File: src/rtl/core/calendar_date_adder_core_defines.svh
// Assertion macros shared by the date adder core.
// Each macro expects signals named clk and rst_n in the module that uses it.
`ifndef CALENDAR_DATE_ADDER_CORE_DEFINES_SVH
`define CALENDAR_DATE_ADDER_CORE_DEFINES_SVH

`ifndef SYNTH

// The consequent must hold in the same cycle as the trigger.
`define CDA_ASSERT_NOW(lbl, pre, post) \
  lbl: assert property (@(posedge clk) disable iff (!rst_n) (pre) |-> (post)) \
    else $error("cda assertion failed");

// The consequent must hold in the cycle after the trigger.
`define CDA_ASSERT_NEXT(lbl, pre, post) \
  lbl: assert property (@(posedge clk) disable iff (!rst_n) (pre) |=> (post)) \
    else $error("cda assertion failed");

`else

`define CDA_ASSERT_NOW(lbl, pre, post)
`define CDA_ASSERT_NEXT(lbl, pre, post)

`endif

`endif

File: src/rtl/core/cda_pkg.sv
package cda_pkg;

  // Field widths of the item ports.
  localparam int MODE_W  = 2;
  localparam int DAY_W   = 5;
  localparam int MONTH_W = 4;
  localparam int YEAR_W  = 14;
  localparam int AMT_W   = 16;

  // Working widths: the year can run past the port range before clamping.
  localparam int YW   = 17;
  localparam int TW   = 18;
  localparam int R4W  = 9;

  localparam int YEAR_MAX = 9999;

  // Reciprocals for the constant divisions by 400 and by 12.
  localparam int RECIP400_W = 18;
  localparam logic [RECIP400_W-1:0] RECIP400 = 18'd167773;
  localparam int SH400 = 26;
  localparam int RECIP12_W = 19;
  localparam logic [RECIP12_W-1:0] RECIP12 = 19'd349526;
  localparam int SH12 = 22;

  // Mode codes.
  localparam logic [MODE_W-1:0] MODE_DAYS   = 2'd0;
  localparam logic [MODE_W-1:0] MODE_MONTHS = 2'd1;
  localparam logic [MODE_W-1:0] MODE_YEARS  = 2'd2;
  localparam logic [MODE_W-1:0] MODE_NONE   = 2'd3;

  // Datapath operations, one per control word.
  typedef enum logic [3:0] {
    OP_NOP,
    OP_QUOT,
    OP_REM,
    OP_YADD,
    OP_FEB29,
    OP_MTOT,
    OP_MQUOT,
    OP_MREM,
    OP_MFIX,
    OP_DCLAMP,
    OP_DSTEP,
    OP_FINISH
  } op_t;

  // Jump conditions.
  typedef enum logic [2:0] {
    C_NONE,
    C_ALWAYS,
    C_DAY,
    C_MONTH,
    C_SKIP,
    C_NNZ
  } cond_t;

  localparam int PC_W = 5;
  typedef logic [PC_W-1:0] pc_t;

  typedef struct packed {
    op_t   op;
    cond_t cond;
    pc_t   target;
  } cword_t;

  // Program entry points.
  localparam pc_t A_MONTH = 5'd9;
  localparam pc_t A_DAY   = 5'd15;
  localparam pc_t A_LOOP  = 5'd16;
  localparam pc_t A_DONE  = 5'd17;

  typedef struct packed {
    logic load;
    op_t  op;
  } cda_ctrl_t;

  typedef struct packed {
    logic              n_zero;
    logic [MODE_W-1:0] mode;
  } cda_stat_t;

  typedef struct packed {
    logic [DAY_W-1:0]   day;
    logic [MONTH_W-1:0] month;
    logic [YW-1:0]      year;
  } cda_date_t;

  // Microprogram. A true condition loads the target, otherwise the step advances.
  function automatic cword_t ucode(input pc_t pc);
    cword_t w;
    w = '{op: OP_NOP, cond: C_NONE, target: '0};
    unique case (pc)
      5'd0:  w = '{op: OP_QUOT,   cond: C_NONE,   target: '0};
      5'd1:  w = '{op: OP_REM,    cond: C_NONE,   target: '0};
      5'd2:  w = '{op: OP_NOP,    cond: C_DAY,    target: A_DAY};
      5'd3:  w = '{op: OP_NOP,    cond: C_SKIP,   target: A_DONE};
      5'd4:  w = '{op: OP_NOP,    cond: C_MONTH,  target: A_MONTH};
      5'd5:  w = '{op: OP_YADD,   cond: C_NONE,   target: '0};
      5'd6:  w = '{op: OP_QUOT,   cond: C_NONE,   target: '0};
      5'd7:  w = '{op: OP_REM,    cond: C_NONE,   target: '0};
      5'd8:  w = '{op: OP_FEB29,  cond: C_ALWAYS, target: A_DONE};
      5'd9:  w = '{op: OP_MTOT,   cond: C_NONE,   target: '0};
      5'd10: w = '{op: OP_MQUOT,  cond: C_NONE,   target: '0};
      5'd11: w = '{op: OP_MREM,   cond: C_NONE,   target: '0};
      5'd12: w = '{op: OP_QUOT,   cond: C_NONE,   target: '0};
      5'd13: w = '{op: OP_REM,    cond: C_NONE,   target: '0};
      5'd14: w = '{op: OP_MFIX,   cond: C_ALWAYS, target: A_DONE};
      5'd15: w = '{op: OP_DCLAMP, cond: C_NONE,   target: '0};
      5'd16: w = '{op: OP_DSTEP,  cond: C_NNZ,    target: A_LOOP};
      5'd17: w = '{op: OP_FINISH, cond: C_NONE,   target: '0};
      default: w = '{op: OP_FINISH, cond: C_NONE, target: '0};
    endcase
    return w;
  endfunction

  // Leap year from the year modulo 400.
  function automatic logic leap_of(input logic [R4W-1:0] r);
    return (r[1:0] == 2'b00) && (r != 9'd100) && (r != 9'd200) && (r != 9'd300);
  endfunction

  function automatic logic [DAY_W-1:0] month_len(input logic [MONTH_W-1:0] m,
                                                 input logic leap);
    logic [DAY_W-1:0] len;
    case (m) inside
      4'd2:                      len = leap ? 5'd29 : 5'd28;
      4'd4, 4'd6, 4'd9, 4'd11:   len = 5'd30;
      default:                   len = 5'd31;
    endcase
    return len;
  endfunction

endpackage

File: src/rtl/core/cda_datapath.sv
module cda_datapath (
  input  logic                              clk,
  input  cda_pkg::cda_ctrl_t                ctrl,
  input  logic [cda_pkg::MODE_W-1:0]        ld_mode,
  input  logic [cda_pkg::DAY_W-1:0]         ld_day,
  input  logic [cda_pkg::MONTH_W-1:0]       ld_month,
  input  logic [cda_pkg::YEAR_W-1:0]        ld_year,
  input  logic [cda_pkg::AMT_W-1:0]         ld_amount,
  output cda_pkg::cda_stat_t                stat,
  output cda_pkg::cda_date_t                date
);
  import cda_pkg::*;

  logic [MODE_W-1:0]  mode_r, mode_nxt;
  logic [DAY_W-1:0]   d_r, d_nxt;
  logic [MONTH_W-1:0] m_r, m_nxt;
  logic [YW-1:0]      y_r, y_nxt;
  logic [AMT_W-1:0]   n_r, n_nxt;
  logic [TW-1:0]      t_r, t_nxt;
  logic [R4W-1:0]     q_r, q_nxt;
  logic [R4W-1:0]     r400_r, r400_nxt;

  logic                                  leap;
  logic [DAY_W-1:0]                      mlen;
  logic [YW-1:0]                         y_plus;
  logic [R4W-1:0]                        r_plus;
  logic [8:0]                            ylen;
  logic [5:0]                            rest;
  logic [YW+RECIP400_W-1:0]              prod400;
  logic [TW+RECIP12_W-1:0]               prod12;
  logic [TW-1:0]                         y12;
  logic [TW-1:0]                         mrem;
  logic [YW-1:0]                         q400;

  // Shared arithmetic terms.
  assign leap    = leap_of(r400_r);
  assign mlen    = month_len(m_r, leap);
  assign y_plus  = y_r + 17'd1;
  assign r_plus  = (r400_r == 9'd399) ? 9'd0 : r400_r + 9'd1;
  assign ylen    = leap ? 9'd366 : 9'd365;
  assign rest    = 6'(mlen) - 6'(d_r) + 6'd1;
  assign prod400 = (YW+RECIP400_W)'(y_r) * (YW+RECIP400_W)'(RECIP400);
  assign prod12  = (TW+RECIP12_W)'(t_r) * (TW+RECIP12_W)'(RECIP12);
  assign y12     = TW'(y_r) * 18'd12;
  assign mrem    = t_r - y12;
  assign q400    = YW'(q_r) * 17'd400;

  // Next values for the operation of the current control word.
  always_comb begin
    mode_nxt = mode_r;
    d_nxt    = d_r;
    m_nxt    = m_r;
    y_nxt    = y_r;
    n_nxt    = n_r;
    t_nxt    = t_r;
    q_nxt    = q_r;
    r400_nxt = r400_r;
    if (ctrl.load) begin
      mode_nxt = ld_mode;
      d_nxt    = (ld_day == '0) ? 5'd1 : ld_day;
      m_nxt    = (ld_month == '0) ? 4'd1 : ((ld_month > 4'd12) ? 4'd12 : ld_month);
      y_nxt    = YW'(ld_year);
      n_nxt    = ld_amount;
    end else begin
      unique case (ctrl.op)
        OP_QUOT:  q_nxt = R4W'(prod400 >> SH400);
        OP_REM:   r400_nxt = R4W'(y_r - q400);
        OP_YADD:  y_nxt = y_r + YW'(n_r);
        OP_FEB29: begin
          if (d_r == 5'd29 && m_r == 4'd2 && !leap) begin
            d_nxt = 5'd1;
            m_nxt = 4'd3;
          end
        end
        OP_MTOT:  t_nxt = y12 + TW'(m_r - 4'd1) + TW'(n_r);
        OP_MQUOT: y_nxt = YW'(prod12 >> SH12);
        OP_MREM:  m_nxt = mrem[MONTH_W-1:0] + 4'd1;
        OP_MFIX: begin
          // A day past the month end rolls into the next month.
          if (d_r > mlen) begin
            d_nxt = d_r - mlen;
            if (m_r == 4'd12) begin
              m_nxt = 4'd1;
              y_nxt = y_plus;
            end else begin
              m_nxt = m_r + 4'd1;
            end
          end
        end
        OP_DCLAMP: begin
          if (d_r > mlen) begin
            d_nxt = mlen;
          end
        end
        OP_DSTEP: begin
          // Hop a whole year from January 1, else finish the month, else add the rest.
          if (d_r == 5'd1 && m_r == 4'd1 && n_r >= AMT_W'(ylen)) begin
            n_nxt    = n_r - AMT_W'(ylen);
            y_nxt    = y_plus;
            r400_nxt = r_plus;
          end else if (n_r >= AMT_W'(rest)) begin
            n_nxt = n_r - AMT_W'(rest);
            d_nxt = 5'd1;
            if (m_r == 4'd12) begin
              m_nxt    = 4'd1;
              y_nxt    = y_plus;
              r400_nxt = r_plus;
            end else begin
              m_nxt = m_r + 4'd1;
            end
          end else begin
            d_nxt = d_r + n_r[DAY_W-1:0];
            n_nxt = '0;
          end
        end
        default: begin
        end
      endcase
    end
  end

  // Working registers carry payload only.
  always_ff @(posedge clk) begin
    mode_r <= mode_nxt;
    d_r    <= d_nxt;
    m_r    <= m_nxt;
    y_r    <= y_nxt;
    n_r    <= n_nxt;
    t_r    <= t_nxt;
    q_r    <= q_nxt;
    r400_r <= r400_nxt;
  end

  assign stat.n_zero = (n_r == '0);
  assign stat.mode   = mode_r;
  assign date.day    = d_r;
  assign date.month  = m_r;
  assign date.year   = y_r;

endmodule

File: src/rtl/core/calendar_date_adder_core.sv
// Gregorian date adder: moves a date forward by a number of days, months or years.
// An item is taken at a rising edge with start high and busy low; in_mode picks
// days (0), months (1) or years (2), and mode 3 returns the start date.
// busy stays high from the edge that takes the item until the result is out.
// The result appears on the out_ ports for one cycle, marked by out_valid; the
// receiver cannot stall, so it must capture the item in that cycle.
// A short microprogram in a read-only table steps a shared datapath, one
// control word per cycle. Mode 3, or a zero amount in month or year mode, jumps
// to the final step. Adding years moves February 29 of a non-leap year to
// March 1; adding months rolls a day past the month end into the next month;
// adding days clamps the day to the month length and then runs the day loop,
// which takes one year or month per cycle and adds the remaining days last.
// A year above the maximum is reported as the maximum with out_year_overflow set.
// A new item may start in the cycle that out_valid is high.
// Reset, synchronous and active low, drops busy and out_valid and abandons work.
`include "calendar_date_adder_core_defines.svh"

module calendar_date_adder_core (
  input  logic                          clk,
  input  logic                          rst_n,
  input  logic                          start,
  output logic                          busy,
  input  logic [cda_pkg::MODE_W-1:0]    in_mode,
  input  logic [cda_pkg::DAY_W-1:0]     in_start_day,
  input  logic [cda_pkg::MONTH_W-1:0]   in_start_month,
  input  logic [cda_pkg::YEAR_W-1:0]    in_start_year,
  input  logic [cda_pkg::AMT_W-1:0]     in_amount,
  output logic                          out_valid,
  output logic [cda_pkg::DAY_W-1:0]     out_new_day,
  output logic [cda_pkg::MONTH_W-1:0]   out_new_month,
  output logic [cda_pkg::YEAR_W-1:0]    out_new_year,
  output logic                          out_year_overflow
);
  import cda_pkg::*;

  logic      busy_r, busy_nxt;
  pc_t       pc_r, pc_nxt;
  logic      valid_r, valid_nxt;
  logic      accept;
  logic      take;
  cword_t    cw;
  cda_ctrl_t ctrl;
  cda_stat_t stat;
  cda_date_t date;

  logic [DAY_W-1:0]   day_r;
  logic [MONTH_W-1:0] month_r;
  logic [YEAR_W-1:0]  year_r;
  logic               ovf_r;

  assign accept = start && !busy_r;
  assign cw     = ucode(pc_r);

  // Control word to the datapath; nothing runs while idle.
  assign ctrl.load = accept;
  assign ctrl.op   = busy_r ? cw.op : OP_NOP;

  cda_datapath u_dp (
    .clk       (clk),
    .ctrl      (ctrl),
    .ld_mode   (in_mode),
    .ld_day    (in_start_day),
    .ld_month  (in_start_month),
    .ld_year   (in_start_year),
    .ld_amount (in_amount),
    .stat      (stat),
    .date      (date)
  );

  // Jump condition of the current step.
  always_comb begin
    unique case (cw.cond)
      C_NONE:   take = 1'b0;
      C_ALWAYS: take = 1'b1;
      C_DAY:    take = (stat.mode == MODE_DAYS);
      C_MONTH:  take = (stat.mode == MODE_MONTHS);
      C_SKIP:   take = stat.n_zero || (stat.mode == MODE_NONE);
      C_NNZ:    take = !stat.n_zero;
      default:  take = 1'b0;
    endcase
  end

  // Step counter and busy flag.
  always_comb begin
    pc_nxt    = pc_r;
    busy_nxt  = busy_r;
    valid_nxt = 1'b0;
    if (accept) begin
      pc_nxt   = '0;
      busy_nxt = 1'b1;
    end else if (busy_r) begin
      if (cw.op == OP_FINISH) begin
        busy_nxt  = 1'b0;
        valid_nxt = 1'b1;
        pc_nxt    = '0;
      end else if (take) begin
        pc_nxt = cw.target;
      end else begin
        pc_nxt = pc_r + 5'd1;
      end
    end
  end

  always_ff @(posedge clk) begin
    if (!rst_n) begin
      busy_r  <= 1'b0;
      pc_r    <= '0;
      valid_r <= 1'b0;
    end else begin
      busy_r  <= busy_nxt;
      pc_r    <= pc_nxt;
      valid_r <= valid_nxt;
    end
  end

  // Result register, loaded at the final step with the year limit applied.
  always_ff @(posedge clk) begin
    if (busy_r && cw.op == OP_FINISH) begin
      day_r   <= date.day;
      month_r <= date.month;
      if (date.year > YW'(YEAR_MAX)) begin
        year_r <= YEAR_W'(YEAR_MAX);
        ovf_r  <= 1'b1;
      end else begin
        year_r <= date.year[YEAR_W-1:0];
        ovf_r  <= 1'b0;
      end
    end
  end

  assign busy              = busy_r;
  assign out_valid         = valid_r;
  assign out_new_day       = day_r;
  assign out_new_month     = month_r;
  assign out_new_year      = year_r;
  assign out_year_overflow = ovf_r;

  // An accepted item keeps the sequencer running in the next cycle.
  `CDA_ASSERT_NEXT(a_accept_busy, start && !busy, busy)
  // A result only follows a running item, and the sequencer is then free.
  `CDA_ASSERT_NOW(a_valid_after_busy, out_valid, $past(busy) && !busy || start)
  // The strobe lasts a single cycle.
  `CDA_ASSERT_NEXT(a_valid_pulse, out_valid, !out_valid)
  // An overflowed year is reported as the maximum.
  `CDA_ASSERT_NOW(a_ovf_year, out_valid && out_year_overflow, out_new_year == YEAR_W'(YEAR_MAX))

endmodule
File: config.mk
export PLATFORM = sky130hd
export DESIGN_NAME = calendar_date_adder_core
export DESIGN_NICKNAME = d
export VERILOG_FILES = /design/src/rtl/core/cda_pkg.sv /design/src/rtl/core/cda_datapath.sv /design/src/rtl/core/calendar_date_adder_core.sv
export VERILOG_INCLUDE_DIRS = /design/src /design/src/rtl/core
export SDC_FILE = /design/constraint.sdc
export NUM_CORES = 1
export LEC_CHECK = 0
export BUFFER_PORTS_ARGS = -buffer_cell sky130_fd_sc_hd__buf_2
export CAP_MARGIN = 25
export CORE_MARGIN = 5
export CORE_UTILIZATION = 55
export DETAILED_ROUTE_END_ITERATION = 10
export PLACE_DENSITY = 0.72
export SLEW_MARGIN = 20
export SYNTH_ARGS = -nofsm -noshare
export SYNTH_HDL_FRONTEND = slang
export SYNTH_SLANG_ARGS = --single-unit
File: constraint.sdc
create_clock -name clk -period 8.6 [get_ports clk]
set_input_delay 0.43 -clock clk [delete_from_list [all_inputs] [get_ports clk]]
set_output_delay 0.43 -clock clk [all_outputs]
set_load 0.02 [all_outputs]
After elaboration in Yosys (flattened, before gate mapping) --
Memory sizes are Yosys's and may differ from the RTL's. A register that Yosys moved wholly into a read port is not among the register bits. Index checks and enable logic that the tools add are counted.
Word-level totals: flip-flop bits (word level) 111, bits in read-only memories 384, output and inout bits 26, word-level logic and storage cells 167, memories 1
Cells by class: add/subtract/negate cells 17, $mul 4, order comparisons 5, eq/ne operators 40, muxes and demuxes 47, bitwise gates (word level) 3, reductions and logical operators 34
Memory list:
- (name not given) | words 32, width 12, read ports 1, clocked after memory_dff 1, wr ports 0, RTL line cda_pkg.sv:92 | unique case (pc)
Operator list (count):
- 2-to-1 mux 17 bit | 4
- case mux 17 bit (4 select lines) | 1
- 2-to-1 mux 16 bit | 4
- 2-to-1 mux 5 bit | 12
- multiplier 18 x 18 -> 36 bit, second input constant | 1
- 2-to-1 mux 4 bit | 9
- 2-to-1 mux 9 bit | 4
- multiplier 17 x 18 -> 35 bit, second input constant | 1
- equality test 4 bit, second input constant | 7
- equality test 4 x 3 -> 1 bit, second input constant | 6
- case mux 5 bit (4 select lines) | 1
- adder 18 x 16 -> 18 bit | 1
- adder 18 bit | 1
- case mux 9 bit (2 select lines) | 1
- adder 17 x 1 -> 17 bit, second input constant | 1
- adder 17 x 16 -> 17 bit | 1
- greater-than comparator 17 x 14 -> 1 bit, second input constant | 1
- multiplier 17 x 2 -> 16 bit, second input constant | 1
- greater-or-equal comparator 16 x 6 -> 1 bit | 1
- greater-or-equal comparator 16 x 9 -> 1 bit | 1
- logical NOT 16 bit | 1
- case mux 4 bit (4 select lines) | 1
- subtractor 16 x 6 -> 16 bit | 1
- subtractor 16 x 9 -> 16 bit | 1
- 52 further kinds | 87

Logic depth before layout (Yosys ltp) --
Gate-level depths: netlist (run 1).
depth after elaboration 13, mapped depth 23, gate-level depth less buffers 23

Cells and area by module --
A second synthesis (run 1) with hierarchy kept.
Unflattened totals: cell total of the unflattened synthesis 2131, area total of the unflattened synthesis 20198.1 um^2
By module, submodules not included:
- cda_datapath | times used 1, cells each 1963, area an instance 18271.3 um^2, sequential area each 2252.2 um^2
- calendar_date_adder_core | times used 1, cells each 168, area an instance 1926.8 um^2, sequential area each 1061.0 um^2

Worst setup path before layout (run 1) --
Ideal clock, no wire load.
kind register to register, start reg u_dp.y_r[11], end reg u_dp.q_r[4] (data pin), setup time 0.260 ns, data arrival time 5.809 ns, data required time 8.340 ns, setup slack 2.531 ns, stages on the path, launching flop included 21, path buffers 0, clock period less this slack 6.069 ns, path through edfxtp_1 fa_1 inv_1 fa_1 inv_1 fa_1 fa_1 fa_1 inv_1 fa_1 inv_1 ha_1 a21o_1 a21o_1 a21o_1 a21o_1 a2111oi_0 o21ai_0 a31o_2 a21oi_1 xnor2_1
On the way: word-level cells in the longest chain between the ends 1
Ends and longest elaborated chain:
- start: declaration | RTL line cda_datapath.sv:17 | logic [YW-1:0] y_r, y_nxt;
- start signal: assignment | RTL line cda_datapath.sv:127 | y_r <= y_nxt;
- multiplier 17 x 18 -> 35 bit | RTL line cda_datapath.sv:42 | assign prod400 = (YW+RECIP400_W)'(y_r) * (YW+RECIP400_W)'(RECIP400);
- via u_dp.prod400[30] | RTL line cda_datapath.sv:29 | logic [YW+RECIP400_W-1:0] prod400;
- end signal: assignment | RTL line cda_datapath.sv:130 | q_r <= q_nxt;
- end: declaration | RTL line cda_datapath.sv:20 | logic [R4W-1:0] q_r, q_nxt;
The timed path passes the listed nets, and every way through them passes these cells. A chain may end at the register's enable or synchronous reset.

Worst setup path in the final report (run 1) --
start reg u_dp.t_r[1], end reg u_dp.y_r[11] (data pin)
On the way: word-level cells in the longest chain between the ends 3
Ends and longest elaborated chain:
- start: declaration | RTL line cda_datapath.sv:19 | logic [TW-1:0] t_r, t_nxt;
- start signal: assignment | RTL line cda_datapath.sv:129 | t_r <= t_nxt;
- multiplier 18 x 18 -> 36 bit | RTL line cda_datapath.sv:43 | assign prod12 = (TW+RECIP12_W)'(t_r) * (TW+RECIP12_W)'(RECIP12);
- case mux 17 bit (4 select lines) | RTL line cda_datapath.sv:65 | unique case (ctrl.op)
- 2-to-1 mux 14 bit | RTL line cda_datapath.sv:58 | if (ctrl.load) begin
- via u_dp.y_nxt[11] | RTL line cda_datapath.sv:17
The timed path passes the listed nets, and every way through them passes these cells.

==> results of run 1 <==
sequential cells by signal, summed over array words and instances (netlist names), 4 cells and up:
name and count:
u_dp.t_r 18, cw 10, out_new_day 5, u_dp.m_r 4
pc_r 5, u_dp.d_r 5, u_dp.r400_r 9, out_new_year 14
u_dp.y_r 17, u_dp.q_r 5, u_dp.n_r 16, out_new_month 4
per-stage QoR:
| stage | total power [mW] | worst slack, ns | hold WS (ns) | cells | util |
|---|---|---|---|---|---|
| 2_1_floorplan | 6.52 | 2.53 | 0.421 | 2165 | - |
| 3_3_place_gp | 8.02 | 1.92 | 0.579 | 2692 | 0.582 |
| 3_5_place_dp | 8.30 | 1.74 | 0.578 | 2692 | 0.582 |
| 4_1_cts | 9.06 | 1.72 | 0.158 | 2724 | 0.597 |
| 5_1_grt | 10.3 | 1.33 | 0.163 | 2724 | 0.597 |
| 6_report | 9.00 | 1.65 | 0.173 | 2724 | 0.597 |
cells in the mapped netlist, types with 6 or more instances:
cell | n | area [um^2]
sky130_fd_sc_hd__a22oi_1 | 7 | 52.6
sky130_fd_sc_hd__ha_1 | 376 | 4700
sky130_fd_sc_hd__o31a_1 | 7 | 61.3
sky130_fd_sc_hd__o311ai_0 | 7 | 61.3
sky130_fd_sc_hd__and3_1 | 11 | 68.8
sky130_fd_sc_hd__inv_1 | 497 | 1870
sky130_fd_sc_hd__o31ai_1 | 8 | 60.1
sky130_fd_sc_hd__a31oi_1 | 26 | 163
sky130_fd_sc_hd__a221oi_1 | 8 | 70.1
sky130_fd_sc_hd__nand3_1 | 45 | 225
sky130_fd_sc_hd__o22ai_1 | 9 | 56.3
sky130_fd_sc_hd__and2_1 | 7 | 43.8
sky130_fd_sc_hd__o21a_1 | 7 | 52.6
sky130_fd_sc_hd__o21bai_1 | 11 | 82.6
sky130_fd_sc_hd__nor4_1 | 9 | 56.3
sky130_fd_sc_hd__a21oi_1 | 97 | 485
sky130_fd_sc_hd__a22o_1 | 8 | 70.1
sky130_fd_sc_hd__a21o_1 | 29 | 218
sky130_fd_sc_hd__dfxtp_1 | 20 | 400
sky130_fd_sc_hd__a211oi_1 | 17 | 128
sky130_fd_sc_hd__nand2_1 | 89 | 334
sky130_fd_sc_hd__o21ai_0 | 87 | 435
sky130_fd_sc_hd__clkbuf_1 | 21 | 78.8
sky130_fd_sc_hd__nor2_1 | 127 | 477
sky130_fd_sc_hd__mux2i_1 | 7 | 70.1
sky130_fd_sc_hd__nor3b_1 | 7 | 52.6
sky130_fd_sc_hd__buf_2 | 6 | 30.0
sky130_fd_sc_hd__fa_1 | 239 | 4780
sky130_fd_sc_hd__o211ai_1 | 6 | 45.0
sky130_fd_sc_hd__nor3_1 | 29 | 145
sky130_fd_sc_hd__xnor2_1 | 72 | 631
sky130_fd_sc_hd__xor2_1 | 34 | 298
sky130_fd_sc_hd__edfxtp_1 | 97 | 2910
sky130_fd_sc_hd__or2_2 | 11 | 68.8
sky130_fd_sc_hd__or3_1 | 14 | 87.6
sky130_fd_sc_hd__nand4_1 | 16 | 100
sky130_fd_sc_hd__nand2b_1 | 15 | 93.8
sky130_fd_sc_hd__nor2b_1 | 13 | 81.3
kinds of logic after synthesis:
family	after synthesis	share of synthesized area
multiplexers	7	0.00346
adder cells (fa/ha/maj)	615	0.468
flip-flops	117	0.163
AND/OR/NAND/NOR	407	0.0977
XOR/XNOR	106	0.0458
buffers and inverters	529	0.0988
AO/OA/AOI/OAI	384	0.123
report_power, final:
group / internal, mW / switching (mW) / leakage, nW
logic: 3.28 / 4.11 / 9.53
registers: 0.812 / 0.0963 / 1.06
clock network: 0.413 / 0.295 / 0.266
total: 4.50 / 4.50 / 10.9
metal layers:
metal,share of wire,GRT usage
met3,0.067,0.0387
met2,0.47,0.448
met1,0.43,0.371
met5,0,0
met4,0.031,0.0845
final cells by class:
cell class | count | area (um^2) | area share
well taps | 468 | 586 | 0.0269
repair buffers | 91 | 510 | 0.0234
clock buffers | 21 | 460 | 0.0211
clock inverters | 11 | 101 | 0.00465
multi-input cells | 1519 | 15000 | 0.687
inverters | 497 | 1870 | 0.0855
flip-flops and latches | 117 | 3310 | 0.152
final timing paths:
| check | startpoint | endpoint | slack [ns] | cells past startpoint |
|---|---|---|---|---|
| worst max-delay path | u_dp.t_r[1] | u_dp.y_r[11] | 1.65 | 21 |
| worst min-delay path | in_mode[0] | u_dp.mode_r[0] | 0.17 | 1 |
| worst max register to register | u_dp.t_r[1] | u_dp.y_r[11] | 1.65 | 21 |
| worst min register to register | u_dp.d_r[0] | out_new_day[0] | 0.59 | 0 |
==> flow_summary.yaml, run 1 <==
outcome:
  status: "complete, no violations"
synthesis:
  synthesis.area_um2: 20300
  ys.warnings.count: 0
  count_of_state_elements_after_synthesis: 117
  flip_flop_cell_with_the_highest_count_after_synthesis: "sky130_fd_sc_hd__edfxtp_1"
  syn-num-nets: 2824
  synth-edff-count: 97
  yosysSeqAreaShare: 0.163
  synthesis.instances: 2165
  synthesis.area_per_instance_um2: 9.37
  post_synth_num_cell_types: 75
  async_reset_ff_frac: 0
detailed_routing:
  detail-route-antenna-nets: 0
  wl_um: 54700
  drtPass1Iterations: 6
  vias: 15700
  route.detailed.vias_per_inst: 5.78
  drc: 0
  post_drt_wl_per_cell_um: 20.1
  drt_iter0_markers: 1224
cts:
  h_tree_depth: 4
  cts-root-buf: "sky130_fd_sc_hd__clkbuf_16"
  post_cts.repair.setup_buffers: 0
  worst_setup_hold_path_clk_slew_ns: 0.06
  clkLatencyLatePin_ns: 0.43
  number_of_buffers_added_by_the_clock_tree_synthesis_step: 17
  clock_path_buffers: 2
  cts_num_sinks: 117
  cts-resized-gates: 0
  tritoncts_clock_tree: "yes"
  cts_hold_bufs: 0
timing:
  finalSetupViolCount: 0
  timing.max_slew.rel_slack: 0.363
  worst_pin_slew_ns: 0.955
  timing.setup.tns_ns: 0
  rsz0062_at_grt: "no"
  slew_viol_final: 0
  max_freq_mhz: 144
  timing.final.crit_period_ns: 6.95
  final_worst_path_period_share: 0.809
  timing_hold_violations_final: 0
  timing.clock.skew_ns: 0.0136
place:
  placement.io_buffers: 69
  dpl.hpwl_um: 45700
  placedInstanceArea_um2: 21200
  routabilityCongestion: 0.940
grt:
  grt_max_degree: 48
  number_of_global_route_vias_before_repair: 16200
  wire_length_of_the_first_global_routing_pass_um: 87800
  grt_overflow: 0
  initial_antenna_violation_count: 0
  global_route_usage_sum: 0.271
job:
  max_cap_violations: 0
die:
  total_die_area_um2: 40800
  initial_utilization: 0.555
  floorplan.die.width_um: 202
  io_pins: 70
  core_region_area_um2: 36500
  num_rows: 70
  die_y_um: 202
cells_and_area:
  commonest_non_fill_non_tap_cells_in_the_layout: "497 x sky130_fd_sc_hd__inv_1, 376 x sky130_fd_sc_hd__ha_1, 239 x sky130_fd_sc_hd__fa_1"
  non_filler_cell_area_final_um2: 21800
  area_growth_syn_to_layout_pct: 7.54
  insertedDiodeCount: 0
  leading_cell_type_in_the_layout_fill_and_taps_excluded: "sky130_fd_sc_hd__inv_1"
  fill_cell_count: 3171
  layout_nets: 2902
  drive_gt1_frac: 0.0660
pwr:
  total_leakage_power_nw: 10.9
  power_density_nw_per_um2: 413
  irDropWorstVdd_mv: 0.729
worst_setup_path:
  cp_cell_sequence: "ha_1, xor2_1, ha_1, inv_1, fa_1, inv_1, fa_1, fa_1, inv_1, fa_1, inv_1, ha_1, a222oi_1, nand2_1, nor3_1, a21oi_1, o41ai_1, o21ai_0, xnor2_1, a221oi_1, a21oi_1"
  arrival_time_of_the_worst_setup_path_ns: 7.11
  worstSetupEndpointType: "flop"
  crit_type: "flop to flop"
  cp.buffers_inverters: 4
  critical_path.max_stage_delay_ns: 0.71
  required_ns: 8.76
  path_delay_family: "adder cells"
  timing.critical_path.fanout_max: 7
  slowest_stage: "sky130_fd_sc_hd__o41ai_1"
  cp-start-kind: "flop"
worst_hold_path:
  min_delay_worst_type: "input pin to flop"
Note: power is estimated with default switching activity, not from simulation.
==> inputs of run 2 (changes only) <==
==> constraint.sdc (replaced) <==
create_clock -name clk -period 6.5 [get_ports clk]
set_input_delay 0.325 -clock clk [delete_from_list [all_inputs] [get_ports clk]]
set_output_delay 0.325 -clock clk [all_outputs]
set_load 0.02 [all_outputs]
==> run 2 against run 1 <==
Effect of this change:
- fmax increased by 11%
- clock power increased by 33%
- sequential share of layout area decreased by 0.27 points
- clock skew decreased by 0.0023 ns
- hold slack got worse by 0.10 ns
- register-to-register slack got worse by 1.4 ns
- first-iteration DRC count increased by 16%
- combinational power increased by 41%
- count of clock-buffer cells in the layout increased by 1
- critical path depth unchanged
- global-route usage increased by 0.44 points
- sequential power increased by 32%
- largest cell class unchanged
==> flow_summary.yaml, run 2 (synthesis results as in run 1) <==
outcome:
  status: "complete, no violations"
cts:
  number_of_buffers_added_by_the_clock_tree_synthesis_step: 17
  cts_hold_bufs: 0
  tritoncts_clock_tree: "yes"
  cts_num_sinks: 117
  clock_path_buffers: 2
  clkLatencyLatePin_ns: 0.43
  cts-root-buf: "sky130_fd_sc_hd__clkbuf_16"
  h_tree_depth: 4
  worst_setup_hold_path_clk_slew_ns: 0.06
cells_and_area:
  leading_cell_type_in_the_layout_fill_and_taps_excluded: "sky130_fd_sc_hd__inv_1"
  final_core_utilization: 0.608
  commonest_non_fill_non_tap_cells_in_the_layout: "497 x sky130_fd_sc_hd__inv_1, 375 x sky130_fd_sc_hd__ha_1, 239 x sky130_fd_sc_hd__fa_1"
  largest_register_ff_count: 18
  layout_nets: 2945
  area_growth_syn_to_layout_pct: 9.50
  layout_top_registers: "u_dp.t_r (18), u_dp.y_r (17), u_dp.n_r (16)"
  final_cells: 2767
  drive_gt1_frac: 0.0866
  insertedDiodeCount: 0
  max_flop_register: "u_dp.t_r"
grt:
  initial_antenna_violation_count: 0
  wire_length_of_the_first_global_routing_pass_um: 89000
  grt_max_degree: 48
  number_of_global_route_vias_before_repair: 16500
  global_route_usage_sum: 0.275
  grt_overflow: 0
timing:
  worst_slack_ns: 0.233
  timing.setup.tns_ns: 0
  timing_hold_violations_final: 0
  timing.clock.skew_ns: 0.0113
  timing.final.crit_period_ns: 6.27
  finalSetupViolCount: 0
  final_worst_path_period_share: 0.964
  worst_pin_slew_ns: 0.898
  slew_viol_final: 0
  max_freq_mhz: 160
  timing.max_slew.rel_slack: 0.396
die:
  total_die_area_um2: 40800
  initial_utilization: 0.555
  core_region_area_um2: 36500
  io_pins: 70
  die_y_um: 202
  num_rows: 70
  floorplan.die.width_um: 202
place:
  dp.cells: 2726
  placement.io_buffers: 69
  routabilityCongestion: 0.958
  placement.setup.worst_slack_ns: 0.200
  dpl.hpwl_um: 46700
detailed_routing:
  detail-route-antenna-nets: 0
  drt_iter0_markers: 1416
  drtPass1Iterations: 6
  route.detailed.vias_per_inst: 5.80
  wl_um: 55700
  drc: 0
  vias: 16000
  post_drt_wl_per_cell_um: 20.1
worst_setup_path:
  required_ns: 6.64
  crit_type: "flop to flop"
  worstSetupEndpointType: "flop"
  timing.critical_path.fanout_max: 4
  arrival_time_of_the_worst_setup_path_ns: 6.40
  cp-start-kind: "flop"
pwr:
  irDropWorstVdd_mv: 1.10
  total_leakage_power_nw: 11.1
  power_density_nw_per_um2: 565
job:
  max_cap_violations: 0
worst_hold_path:
  min_delay_worst_type: "input pin to flop"
-- run 2: cell count changes in the layout (fill, tap and decap cells not counted), sizes merged --
cell | previous run | this run
inv | 499 | 501
bufinv | 1 | 0
clkbuf | 21 | 22
clkinv | 4 | 6
buf | 91 | 134
clkinvlp | 4 | 0
-- run 2: power by group --
group	leakage (nW)	total [mW]	internal (mW)	switching (mW)
combinational	9.76	10.4	4.62	5.79
sequential	1.06	1.20	1.07	0.121
clock	0.288	0.939	0.556	0.383
-- run 2: layout make-up --
cell class                 count  area (um^2)
timing repair buffer         134          833
clock buffer                  22          508
clock inverter                10         63.8
inverter                     497         1870
sequential                   117         3310
fill                        3151        14300
multi-input combinational   1519        15000
tap                          468          586
-- run 2: through the flow --
stage / power (mW) / cell area, um^2 / hold slack (ns)
after floorplan: 8.63 / 20300 / 0.421
after global placement: 10.9 / 21500 / 0.504
after detailed placement: 11.3 / 21500 / 0.503
after CTS: 12.3 / 22100 / 0.0587
after global routing: 14.2 / 22200 / 0.0562
final: 12.5 / 22200 / 0.0703
-- run 2: metal layers --
layer / GRT usage / vias to the layer above / share of wire
li1: - / 7482 / -
met1: 0.383 / 7853 / 0.43
met2: 0.445 / 609 / 0.46
met3: 0.0387 / 94 / 0.072
met4: 0.0920 / 0 / 0.032
met5: 0 / - / 0
-- run 2: worst paths after layout --
| path | to | cells after the start | slack (ns) | from |
|---|---|---|---|---|
| min | u_dp.mode_r[0] | 1 | 0.07 | in_mode[0] |
| max reg2reg | u_dp.y_r[11] | 21 | 0.23 | u_dp.t_r[13] |
| max | u_dp.y_r[11] | 21 | 0.23 | u_dp.t_r[13] |
| min reg2reg | out_new_day[0] | 0 | 0.58 | u_dp.d_r[0] |
-- run 2: critical path, stage by stage, from the launching register on --
cell and delay (ns):
sky130_fd_sc_hd__edfxtp_1 0.52, sky130_fd_sc_hd__ha_1 0.43, sky130_fd_sc_hd__ha_1 0.30, sky130_fd_sc_hd__inv_1 0.05, sky130_fd_sc_hd__fa_1 0.50, sky130_fd_sc_hd__inv_1 0.05
sky130_fd_sc_hd__fa_1 0.49, sky130_fd_sc_hd__fa_1 0.55, sky130_fd_sc_hd__inv_1 0.06, sky130_fd_sc_hd__fa_1 0.54, sky130_fd_sc_hd__inv_1 0.05, sky130_fd_sc_hd__ha_1 0.34
sky130_fd_sc_hd__a222oi_1 0.40, sky130_fd_sc_hd__nand2_1 0.14, sky130_fd_sc_hd__nor3_2 0.17, sky130_fd_sc_hd__a21oi_2 0.13, sky130_fd_sc_hd__o41ai_2 0.37, sky130_fd_sc_hd__buf_4 0.19
sky130_fd_sc_hd__o21ai_0 0.15, sky130_fd_sc_hd__xnor2_1 0.21, sky130_fd_sc_hd__a221oi_2 0.23, sky130_fd_sc_hd__a21oi_1 0.10
-- run 2: timing repair --
action / CTS / global route
setup endpoints to repair: 0 / 6
resized for setup: 0 / 12
setup buffers: 0 / 9
